File: config.mk
export PLATFORM = sky130hd
export DESIGN_NAME = uart_rx_tick_deframer_fifo
export DESIGN_NICKNAME = d
export VERILOG_FILES = /design/src/rtl/uart_rx_pkg.sv /design/src/rtl/uart_rx_deframer.sv /design/src/rtl/uart_rx_fifo.sv /design/src/rtl/uart_rx_tick_deframer_fifo.sv
export SDC_FILE = /design/constraint.sdc
export NUM_CORES = 1
export LEC_CHECK = 0
export BUFFER_PORTS_ARGS = -buffer_cell sky130_fd_sc_hd__buf_2
export CORE_UTILIZATION = 55
export CTS_CLUSTER_SIZE = 8
export DETAILED_ROUTE_END_ITERATION = 8
export PLACE_DENSITY = 0.79
export SETUP_SLACK_MARGIN = 0.3
export SYNTH_ARGS = -nofsm -noshare
export SYNTH_HDL_FRONTEND = slang
export SYNTH_SLANG_ARGS = --single-unit
File: constraint.sdc
create_clock -name clk -period 2.22 [get_ports clk]
set_input_delay 0.111 -clock clk [delete_from_list [all_inputs] [get_ports clk]]
set_output_delay 0.111 -clock clk [all_outputs]
set_load 0.02 [all_outputs]
File: src/rtl/uart_rx_pkg.sv
// Shared types and codes for the UART receive deframer with FIFO.
package uart_rx_pkg;

	localparam int LEVEL_W = 5;

	localparam logic [1:0] FN_EDGE = 2'd0;
	localparam logic [1:0] FN_TICK = 2'd1;
	localparam logic [1:0] FN_POP  = 2'd2;

	localparam logic [1:0] TMR_KEEP    = 2'd0;
	localparam logic [1:0] TMR_QUARTER = 2'd1;
	localparam logic [1:0] TMR_FULL    = 2'd2;
	localparam logic [1:0] TMR_STOP    = 2'd3;

	typedef struct packed {
		logic [1:0] func;
		logic       rx_line;
	} in_beat_t;

	typedef struct packed {
		logic [7:0]         rx_byte;
		logic               byte_valid;
		logic               fifo_empty;
		logic [LEVEL_W-1:0] fifo_level;
		logic [1:0]         timer_cmd;
		logic               receiving;
		logic               overrun;
		logic               frame_stored;
	} out_beat_t;

	typedef struct packed {
		logic [1:0] timer_cmd;
		logic       receiving;
		logic       push;
		logic [7:0] push_byte;
	} dfr_out_t;

	typedef struct packed {
		logic               byte_valid;
		logic               empty;
		logic [LEVEL_W-1:0] level;
		logic               overrun;
		logic               stored;
	} fifo_stat_t;

endpackage

File: src/rtl/uart_rx_deframer.sv
// Receive frame sequencer: start check, data shift, extra tick, stop count, byte store.
module uart_rx_deframer (
	input  logic                  clk,
	input  logic                  arst_n,
	input  logic                  fire,
	input  logic [1:0]            func,
	input  logic                  rx_line,
	input  logic [1:0]            stop_ticks,
	output uart_rx_pkg::dfr_out_t dfr
);
	import uart_rx_pkg::*;

	typedef enum logic [1:0] {PH_START, PH_DATA, PH_EXTRA, PH_STOP} phase_t;

	logic       busy_q, busy_d;
	phase_t     phase_q, phase_d;
	logic [3:0] bits_left_q, bits_left_d;
	logic [1:0] stop_left_q, stop_left_d;
	logic [7:0] shift_q, shift_d;
	logic [1:0] cmd;
	logic       push;

	always_comb begin
		busy_d      = busy_q;
		phase_d     = phase_q;
		bits_left_d = bits_left_q;
		stop_left_d = stop_left_q;
		shift_d     = shift_q;
		cmd         = TMR_KEEP;
		push        = 1'b0;
		if (fire) begin
			case (func)
				FN_EDGE: begin
					if (!busy_q) begin
						busy_d  = 1'b1;
						phase_d = PH_START;
						cmd     = TMR_QUARTER;
					end
				end
				FN_TICK: begin
					if (busy_q) begin
						case (phase_q)
							PH_START: begin
								if (!rx_line) begin
									cmd         = TMR_FULL;
									shift_d     = 8'd0;
									bits_left_d = 4'd8;
									stop_left_d = stop_ticks;
									phase_d     = PH_DATA;
								end else begin
									bits_left_d = 4'd0;
									stop_left_d = 2'd0;
									cmd         = TMR_STOP;
									busy_d      = 1'b0;
								end
							end
							PH_DATA: begin
								if (bits_left_q != 4'd0) begin
									bits_left_d = bits_left_q - 4'd1;
									shift_d     = {rx_line, shift_q[7:1]};
								end else begin
									phase_d = PH_EXTRA;
								end
							end
							PH_EXTRA: begin
								if (stop_left_q != 2'd0)
									stop_left_d = stop_left_q - 2'd1;
								else
									phase_d = PH_STOP;
							end
							PH_STOP: begin
								push    = 1'b1;
								phase_d = PH_START;
								cmd     = TMR_STOP;
								busy_d  = 1'b0;
							end
							default: begin
								phase_d = PH_START;
							end
						endcase
					end
				end
				default: begin
				end
			endcase
		end
	end

	always_ff @(posedge clk or negedge arst_n) begin
		if (!arst_n) begin
			busy_q      <= 1'b0;
			phase_q     <= PH_START;
			bits_left_q <= 4'd0;
			stop_left_q <= 2'd0;
			shift_q     <= 8'd0;
		end else begin
			busy_q      <= busy_d;
			phase_q     <= phase_d;
			bits_left_q <= bits_left_d;
			stop_left_q <= stop_left_d;
			shift_q     <= shift_d;
		end
	end

	assign dfr.timer_cmd = cmd;
	assign dfr.receiving = busy_d;
	assign dfr.push      = push;
	assign dfr.push_byte = shift_q;

`ifndef SYNTHESIS
	a_idle_at_start: assert property (@(posedge clk) disable iff (!arst_n)
		!busy_q |-> phase_q == PH_START)
		else $error("idle receiver not in start phase");
	a_store_ends_frame: assert property (@(posedge clk) disable iff (!arst_n)
		push |=> !busy_q && phase_q == PH_START)
		else $error("receiver still busy after store");
	a_bits_bounded: assert property (@(posedge clk) disable iff (!arst_n)
		bits_left_q <= 4'd8)
		else $error("bit counter out of range");
`endif
endmodule

File: src/rtl/uart_rx_fifo.sv
// Circular receive FIFO with pointers, fill count and registered read port.
module uart_rx_fifo #(
	parameter int DEPTH = 16
) (
	input  logic                    clk,
	input  logic                    arst_n,
	input  logic                    adv,
	input  logic                    push,
	input  logic [7:0]              push_byte,
	input  logic                    pop,
	output logic [7:0]              rd_byte,
	output uart_rx_pkg::fifo_stat_t stat
);
	import uart_rx_pkg::*;

	localparam int PW = (DEPTH > 1) ? $clog2(DEPTH) : 1;
	localparam int CW = $clog2(DEPTH + 1);

	logic [7:0]    mem [DEPTH];
	logic [PW-1:0] wptr_q, rptr_q;
	logic [CW-1:0] count_q, count_d;
	logic [7:0]    rd_q;
	logic          push_ok, pop_ok;

	function automatic logic [PW-1:0] ptr_inc(input logic [PW-1:0] p);
		return (p == PW'(DEPTH - 1)) ? '0 : p + 1'b1;
	endfunction

	assign push_ok = push && (count_q < CW'(DEPTH));
	assign pop_ok  = pop && (count_q != '0);

	always_comb begin
		count_d = count_q;
		if (push_ok)
			count_d = count_q + 1'b1;
		else if (pop_ok)
			count_d = count_q - 1'b1;
	end

	always_ff @(posedge clk or negedge arst_n) begin
		if (!arst_n) begin
			wptr_q  <= '0;
			rptr_q  <= '0;
			count_q <= '0;
		end else begin
			if (push_ok)
				wptr_q <= ptr_inc(wptr_q);
			if (pop_ok)
				rptr_q <= ptr_inc(rptr_q);
			count_q <= count_d;
		end
	end

	always_ff @(posedge clk) begin
		if (push_ok)
			mem[wptr_q] <= push_byte;
		if (adv)
			rd_q <= pop_ok ? mem[rptr_q] : 8'd0;
	end

	assign rd_byte         = rd_q;
	assign stat.byte_valid = pop_ok;
	assign stat.empty      = pop && !pop_ok;
	assign stat.level      = LEVEL_W'(count_d);
	assign stat.overrun    = push && !push_ok;
	assign stat.stored     = push_ok;

`ifndef SYNTHESIS
	a_count_bounded: assert property (@(posedge clk) disable iff (!arst_n)
		count_q <= CW'(DEPTH))
		else $error("fill count above depth");
	a_empty_ptrs: assert property (@(posedge clk) disable iff (!arst_n)
		count_q == '0 |-> rptr_q == wptr_q)
		else $error("pointers differ on empty FIFO");
	a_push_counts: assert property (@(posedge clk) disable iff (!arst_n)
		push_ok |=> count_q == $past(count_q) + 1'b1)
		else $error("store did not raise fill count");
`endif
endmodule

File: src/rtl/uart_rx_tick_deframer_fifo.sv
// Top level: input register, receive sequencer, FIFO and result register.
//
// Usage:
//   The input channel (in_valid, in_stall, in_data) carries one event per beat:
//   a falling edge on the line, a bit-time tick with the sampled line level,
//   or a pop from the receive FIFO. Every input beat yields exactly one
//   result beat on the output channel (out_valid, out_stall, out_data) with
//   the popped byte, FIFO status, timer command and receiver state.
//   Each result passes two registers, the input register and then the
//   result register, and out_valid rises when the result register takes
//   it. One beat per cycle is sustained while out_stall is low; the
//   sequencer state and the FIFO pointers update as a beat moves from the
//   input register into the result register, and a pop reads the FIFO
//   memory straight into the result register.
//   cfg_we/cfg_data write the stop-tick count (reset value 1); it is sampled
//   when a start bit is confirmed, so write it while the block is idle.
//   Reset empties the FIFO and idles the receiver; FIFO contents are not
//   cleared. When out_stall is held the result register keeps its beat and
//   in_stall rises once the input register is also full.
module uart_rx_tick_deframer_fifo #(
	parameter int FIFO_DEPTH = 16
) (
	input  logic                   clk,
	input  logic                   arst_n,
	input  logic                   in_valid,
	output logic                   in_stall,
	input  uart_rx_pkg::in_beat_t  in_data,
	output logic                   out_valid,
	input  logic                   out_stall,
	output uart_rx_pkg::out_beat_t out_data,
	input  logic                   cfg_we,
	input  logic [1:0]             cfg_data
);
	import uart_rx_pkg::*;

	logic       valid_s1;
	in_beat_t   in_s1;
	logic       out_valid_q;
	logic       fire;
	logic [1:0] stop_ticks_q;
	dfr_out_t   dfr;
	fifo_stat_t stat;
	fifo_stat_t stat_q;
	logic [1:0] timer_q;
	logic       recv_q;
	logic [7:0] rd_byte;

	assign fire     = valid_s1 && (!out_valid_q || !out_stall);
	assign in_stall = valid_s1 && out_valid_q && out_stall;

	always_ff @(posedge clk or negedge arst_n) begin
		if (!arst_n) begin
			valid_s1     <= 1'b0;
			out_valid_q  <= 1'b0;
			stop_ticks_q <= 2'd1;
		end else begin
			if (!in_stall)
				valid_s1 <= in_valid;
			if (fire)
				out_valid_q <= 1'b1;
			else if (!out_stall)
				out_valid_q <= 1'b0;
			if (cfg_we)
				stop_ticks_q <= cfg_data;
		end
	end

	always_ff @(posedge clk) begin
		if (!in_stall)
			in_s1 <= in_data;
		if (fire) begin
			stat_q  <= stat;
			timer_q <= dfr.timer_cmd;
			recv_q  <= dfr.receiving;
		end
	end

	uart_rx_deframer u_dfr (
		.clk        (clk),
		.arst_n     (arst_n),
		.fire       (fire),
		.func       (in_s1.func),
		.rx_line    (in_s1.rx_line),
		.stop_ticks (stop_ticks_q),
		.dfr        (dfr)
	);

	uart_rx_fifo #(
		.DEPTH (FIFO_DEPTH)
	) u_fifo (
		.clk       (clk),
		.arst_n    (arst_n),
		.adv       (fire),
		.push      (dfr.push),
		.push_byte (dfr.push_byte),
		.pop       (fire && in_s1.func == FN_POP),
		.rd_byte   (rd_byte),
		.stat      (stat)
	);

	assign out_valid             = out_valid_q;
	assign out_data.rx_byte      = rd_byte;
	assign out_data.byte_valid   = stat_q.byte_valid;
	assign out_data.fifo_empty   = stat_q.empty;
	assign out_data.fifo_level   = stat_q.level;
	assign out_data.timer_cmd    = timer_q;
	assign out_data.receiving    = recv_q;
	assign out_data.overrun      = stat_q.overrun;
	assign out_data.frame_stored = stat_q.stored;

`ifndef SYNTHESIS
	a_fire_fills_out: assert property (@(posedge clk) disable iff (!arst_n)
		fire |=> out_valid)
		else $error("processed beat did not reach result register");
	a_no_stall_empty_s1: assert property (@(posedge clk) disable iff (!arst_n)
		!valid_s1 |-> !in_stall)
		else $error("input stalled with empty input register");
	a_store_flags: assert property (@(posedge clk) disable iff (!arst_n)
		out_valid |-> !(out_data.frame_stored && out_data.overrun))
		else $error("store and overrun in one beat");
`endif
endmodule
Word level (Yosys, flattened, before mapping) --
Memories as Yosys holds them, arrays and structs flattened. A register that Yosys moved wholly into a read port is not among the register bits. Cells that the tools add are included. W data, S select, Z words.
Operators by class: add/subtract/negate cells 6, magnitude comparators 1, equality and inequality tests 16, mux-type cells 38, reduce and logical (&&, ||, !) cells 26
Operators by type and width (count):
- $mux W2 | 8
- $mux W4 | 4
- $mux W8 | 2
- $pmux W2 S2 | 4
- $pmux W8 S2 | 1
- $mux W1 | 13
- $mux W5 | 2
- $reduce_and A5 Y1 | 2
- $ne A3 B3 Y1 const B | 3
- $add A4 B1 Y4 const B | 2
- $eq A4 B4 Y1 const B | 2
- $logic_and A1 B1 Y1 | 8
- $ne A2 B1 Y1 const B | 4
- $pmux W2 S4 | 1
- $pmux W4 S2 | 1
- $reduce_bool A2 Y1 | 4
- $reduce_and A7 Y1 | 1
- $eq A2 B2 Y1 const B | 3
- $reduce_and A6 Y1 | 1
- $add A5 B1 Y5 const B | 1
- $logic_not A1 Y1 | 5
- $lt A5 B5 Y1 const B | 1
- $reduce_bool A5 Y1 | 1
- $sub A5 B1 Y5 const B | 1
- 8 further kinds | 12
Storage, ports and cells: register bits after elaboration 49, bits in writable memories 128, bits of input ports 10, output and inout bits 22, word-level logic and storage cells 108, memories kept 1
Memories:
- u_fifo.mem | depth 16, bits a word 8, rd ports 1, clocked after Yosys merged registers in 1, write ports 1, RTL line uart_rx_fifo.sv:19 | logic [7:0] mem [DEPTH];

Logic depth before layout (Yosys ltp) --
word-level depth 8, mapped depth 7, gate-level depth less buffers 6

Cells and area by module --
From an unflattened synthesis, not the netlist that was laid out.
Second synthesis, totals: cell total of the unflattened synthesis 442, area total of the unflattened synthesis 7654.8 sq um
By module, submodules not included:
- uart_rx_fifo | instances 1, cells each 312, area each 6009.5 sq um, sequential area each 4409.2 sq um
- uart_rx_deframer | instances 1, cells each 101, area each 1014.7 sq um, sequential area each 425.4 sq um
- uart_rx_tick_deframer_fifo | instances 1, cells each 29, area each 630.6 sq um, sequential area each 551.8 sq um

Worst setup path before layout --
Ideal clock, no wire load.
path type register to register, start point register out_valid_q (netlist: out_valid), end point memory u_fifo.mem[3][0], enable pin, library setup time 0.383 ns, arrival 1.951 ns, required time 1.837 ns, path slack -0.115 ns, stages on the path, launching flop included 7, path buffers 2, period minus slack after synthesis 2.335 ns, path through dfrtp_1 > a21bo_1 > buf_6 > nor4_2 > buf_2 > nand2_1 > nor3_1
On the way: longest elaborated chain between the ends 7
RTL lines:
- start, declared | RTL line uart_rx_tick_deframer_fifo.sv:38 | logic out_valid_q;
- start signal, assigned | RTL line uart_rx_tick_deframer_fifo.sv:54 | out_valid_q <= 1'b0;
- start signal, assigned | RTL line uart_rx_tick_deframer_fifo.sv:60 | out_valid_q <= 1'b1;
- start signal, assigned | RTL line uart_rx_tick_deframer_fifo.sv:62 | out_valid_q <= 1'b0;
- $logic_not A1 Y1 | RTL line uart_rx_tick_deframer_fifo.sv:48 | assign fire = valid_s1 && (!out_valid_q || !out_stall);
- $logic_or A1 B1 Y1 | RTL line uart_rx_tick_deframer_fifo.sv:48
- $logic_and A1 B1 Y1 | RTL line uart_rx_tick_deframer_fifo.sv:48
- $mux W1 | RTL line uart_rx_deframer.sv:31 | if (fire) begin
- $logic_and A1 B1 Y1 | RTL line uart_rx_fifo.sv:29 | assign push_ok = push && (count_q < CW'(DEPTH));
- $mux W1 | RTL line uart_rx_fifo.sv:55 | if (push_ok)
- $mux W1 (implied by the code) | RTL line uart_rx_fifo.sv:56 | mem[wptr_q] <= push_byte;
- end, declared | RTL line uart_rx_fifo.sv:19
No other way between the ends.

==> impl_results.md <==
- Number of global-route vias before repair: 4,409
- Buffers & Inverters on Critical Path: 1
- Initial Util: 56.6%
- CP max FO: 6
- Worst path max stage delay: 0.53 ns
- Relative slew margins: 46.8%
- Synth area leader: edfxtp_1
- Crit path launch: u_fifo.rptr_q[0]
- Setup slack, reg-to-reg: 0.30 ns
- HPWL Detailed: 9.10 mm
- Detail Route Antenna Nets: 0
- Max Slew Vio Count: 0
- Seq cells post-synth: 185
- Syn-to-layout area delta: 17.7%
- I/O pin total: 32
- Layout cells sized above 1: 33.5%
- Root Buffer: clkbuf_16
- Drt wl/cell: 22.1 um
- Top-count cell post-synth: edfxtp_1
- # DRC: 0
- CP Cell Sequence: clkbuf_16, mux4_1, mux2_2, o21ai_1, a21oi_1
- Vias/cell: 5.97
- Critical Path RT: 2.36 ns
- Min-Delay Path Class: primary input to async pin
- Worst EP arrival: 2.06 ns
- Peak VDD IR: 0.804 mV
- Post-synthesis compound-gate area fraction: 4.35%
- Combinational family with the most area after synthesis: multiplexers
- H-tree Lvls: 4
- Worst flop-to-flop path endpoint: u_fifo.rd_byte[5]
- Syn Inst Count: 444
- Crit path capture: u_fifo.rd_byte[5]
- Clk slew on worst S/H paths: 0.06 ns
- Core footprint: 0.0139 sq mm
- Yosys top cell area share: 57.5%
- Simple-gate share of the synthesized area: 6.12%
- Seq/Total Area, Yosys: 68.3%
- Path depth of the worst reg2reg path: 5
- Non-filler cells, final: 714
- N_diodes: 0
- Synth Warn #: 0
- Inserted Clock Buffers: 17
- Placed Cells: 648
- Die Wd: 122 um
- Number of enable flip-flop cells after synthesis: 151
- Worst Hold Slack: 0.313 ns
- Detailed Routing Iterations Pass 1: 5
- CP endpoint kind: flip-flop
- FMAX: 521 MHz
- Area of the mapped netlist: 0.00789 sq mm
- Setup CP Type: flip-flop to flip-flop
- Synth Area in Adders: 2.54%
- Commonest cells in the netlist: 151 x edfxtp_1, 33 x dfrtp_1, 25 x inv_1, 19 x mux2i_1, 18 x mux4_1
- Crit path max-delay cell type: mux4_1
- Clock Skew: 0.0129 ns
- Synth Area in XOR/XNOR: 0.444%
- Initial antenna violation count: 0
- Synth area leaders: edfxtp_1 57%, dfrtp_1 10%, mux4_1 6.0%
- Setup violators final: 0
- Cell variety after synth: 59
- Nets: 547
- Number of cells on the critical path: 5
- Post-Syn Nets: 470
- Largest delay share family, worst path: multiplexers
- Largest net degree at the start of global routing: 35
- Remaining global-route overflow: 0
- Placer Congestion: 0.802
- Worst skew pair latency: 0.43 ns
- Syn_area_per_cell: 17.8 sq um
- Bufs on Longest Clock Path: 2
- Layout filler cell count: 891
- Final period util: 86.4%
- Drt total wl: 15.8 mm
- Final Hold Viols: 0
- Leakage power: 0.00348 uW
- First-pass GRT wire length: 23.8 mm
- Num rows: 43
- Async SR Flop Fraction: 18.4%
- Starting DRC count in detailed routing: 389
- Top FF cell, synth: edfxtp_1
- Setup TNS: 0 ns
- Unrepaired setup endpoints after global routing: true
- CP Launch Type: flip-flop
- Die Ht: 122 um
- RR Startpoint: u_fifo.rptr_q[0]
- Multi-input logic area: 0.00236 sq mm
- Via count: 4,265
- Minimum clock period: 1.92 ns
- TritonCTS clock tree: yes
- I/O Buffers: 31
- Mux cell area share after synthesis: 14.4%
- Sequential Area: 0.00539 sq mm
- Clock sink total: 185
- Outcome: complete, no violations
- Power Dens Cells: 1190 mW/mm^2
- MaxCap Viol Count: 0
- Global Route Usage Sum: 22.4%
- Worst Tran Pin Value: 0.798 ns
- Die area: 0.0148 sq mm
==> cells by family after synthesis <==
family / Yosys count
flip-flops: 185
AND/OR/NAND/NOR: 79
multiplexers: 65
AO/OA/AOI/OAI: 49
buffers and inverters: 46
adder cells (fa/ha/maj): 16
XOR/XNOR: 4
==> final cells by class <==
cell class,count,area share (%)
Tap cell,180,2.43
Sequential cell,185,58.1
Multi-Input combinational cell,213,25.4
Inverter,25,1.05
Timing Repair Buffer,79,6.84
Clock inverter,15,1.59
Clock buffer,17,4.58
==> placed cells by master, fill, tap and decap left out, types with 5 or more instances in the layout <==
master / n
nand3_1: 7
mux2_2: 10
dlygate4sd3_1: 10
buf_2: 31
mux4_2: 18
dfrtp_1: 30
buf_4: 28
edfxtp_1: 151
a21oi_1: 10
mux2i_1: 19
and3_2: 10
inv_1: 21
o21ai_1: 6
o21ai_0: 7
inv_6: 5
ha_1: 11
mux4_1: 14
nor3_1: 5
nand2_1: 14
nor2_1: 11
clkbuf_16: 18
==> what timing repair did <==
item / 4_1_cts / 5_1_grt
setup endpoints to repair: 91 / 59
gates resized for setup: 18 / 34
hold endpoints to repair: 40 / 0
cloned: 1 / 2
hold buffers: 10 / 0
setup buffers: 12 / 9
pin swaps: 6 / 4
==> sequential cells by signal, summed over array words and instances, names as in the netlist <==
register	count
u_fifo.count_q	5
out_valid	1
valid_s1	1
u_dfr.busy_q	1
u_dfr.bits_left_q	4
u_fifo.mem	128
in_s1	3
u_fifo.rptr_q	4
recv_q	1
u_dfr.phase_q	2
stop_ticks_q	2
u_fifo.wptr_q	4
out_data	9
u_dfr.shift_q	8
u_dfr.stop_left_q	2
timer_q	2
u_fifo.rd_byte	8
==> stage by stage <==
stage / util [%] / worst slack (ns) / power, uW / area [sq um]
floorplan: - / 0.300 / 6930 / 7940
global placement: 59.2 / 0.265 / 7470 / 8250
detailed placement: 59.2 / 0.199 / 7600 / 8250
CTS: 65.2 / 0.252 / 10700 / 9080
global route: 66.6 / 0.251 / 11400 / 9280
finish: 66.6 / 0.302 / 11000 / 9280
==> per-layer routing <==
layer / GRT usage, % / up-vias / wire, um
met2: 37.2 / 185 / 8220
met1: 28.3 / 2170 / 6390
met3: 5.90 / 27 / 906
met4: 8.41 / 0 / 273
li1: - / 1883 / -
met5: 0 / - / 0
==> power by group <==
part / internal [uW] / switching (uW) / total (uW) / leakage (uW)
combinational: 1540 / 1390 / 2930 / 0.00140
clock: 1660 / 1280 / 2940 / 0.000283
sequential: 4430 / 696 / 5130 / 0.00179
total: 7630 / 3370 / 11000 / 0.00348
==> worst min-delay path by stage <==
stage           start  cells after the start                 to  slack, ns
2_1_floorplan  arst_n                      0          out_valid      -0.18
3_3_place_gp   arst_n                      1  u_fifo.count_q[3]       0.22
3_5_place_dp   arst_n                      1  u_fifo.count_q[0]       0.24
4_1_cts        arst_n                      2   u_dfr.phase_q[0]       0.33
5_1_grt        arst_n                      2  u_fifo.count_q[1]       0.37
6_report       arst_n                      2  u_fifo.count_q[1]       0.31
Note: power is estimated with default switching activity, not from simulation.
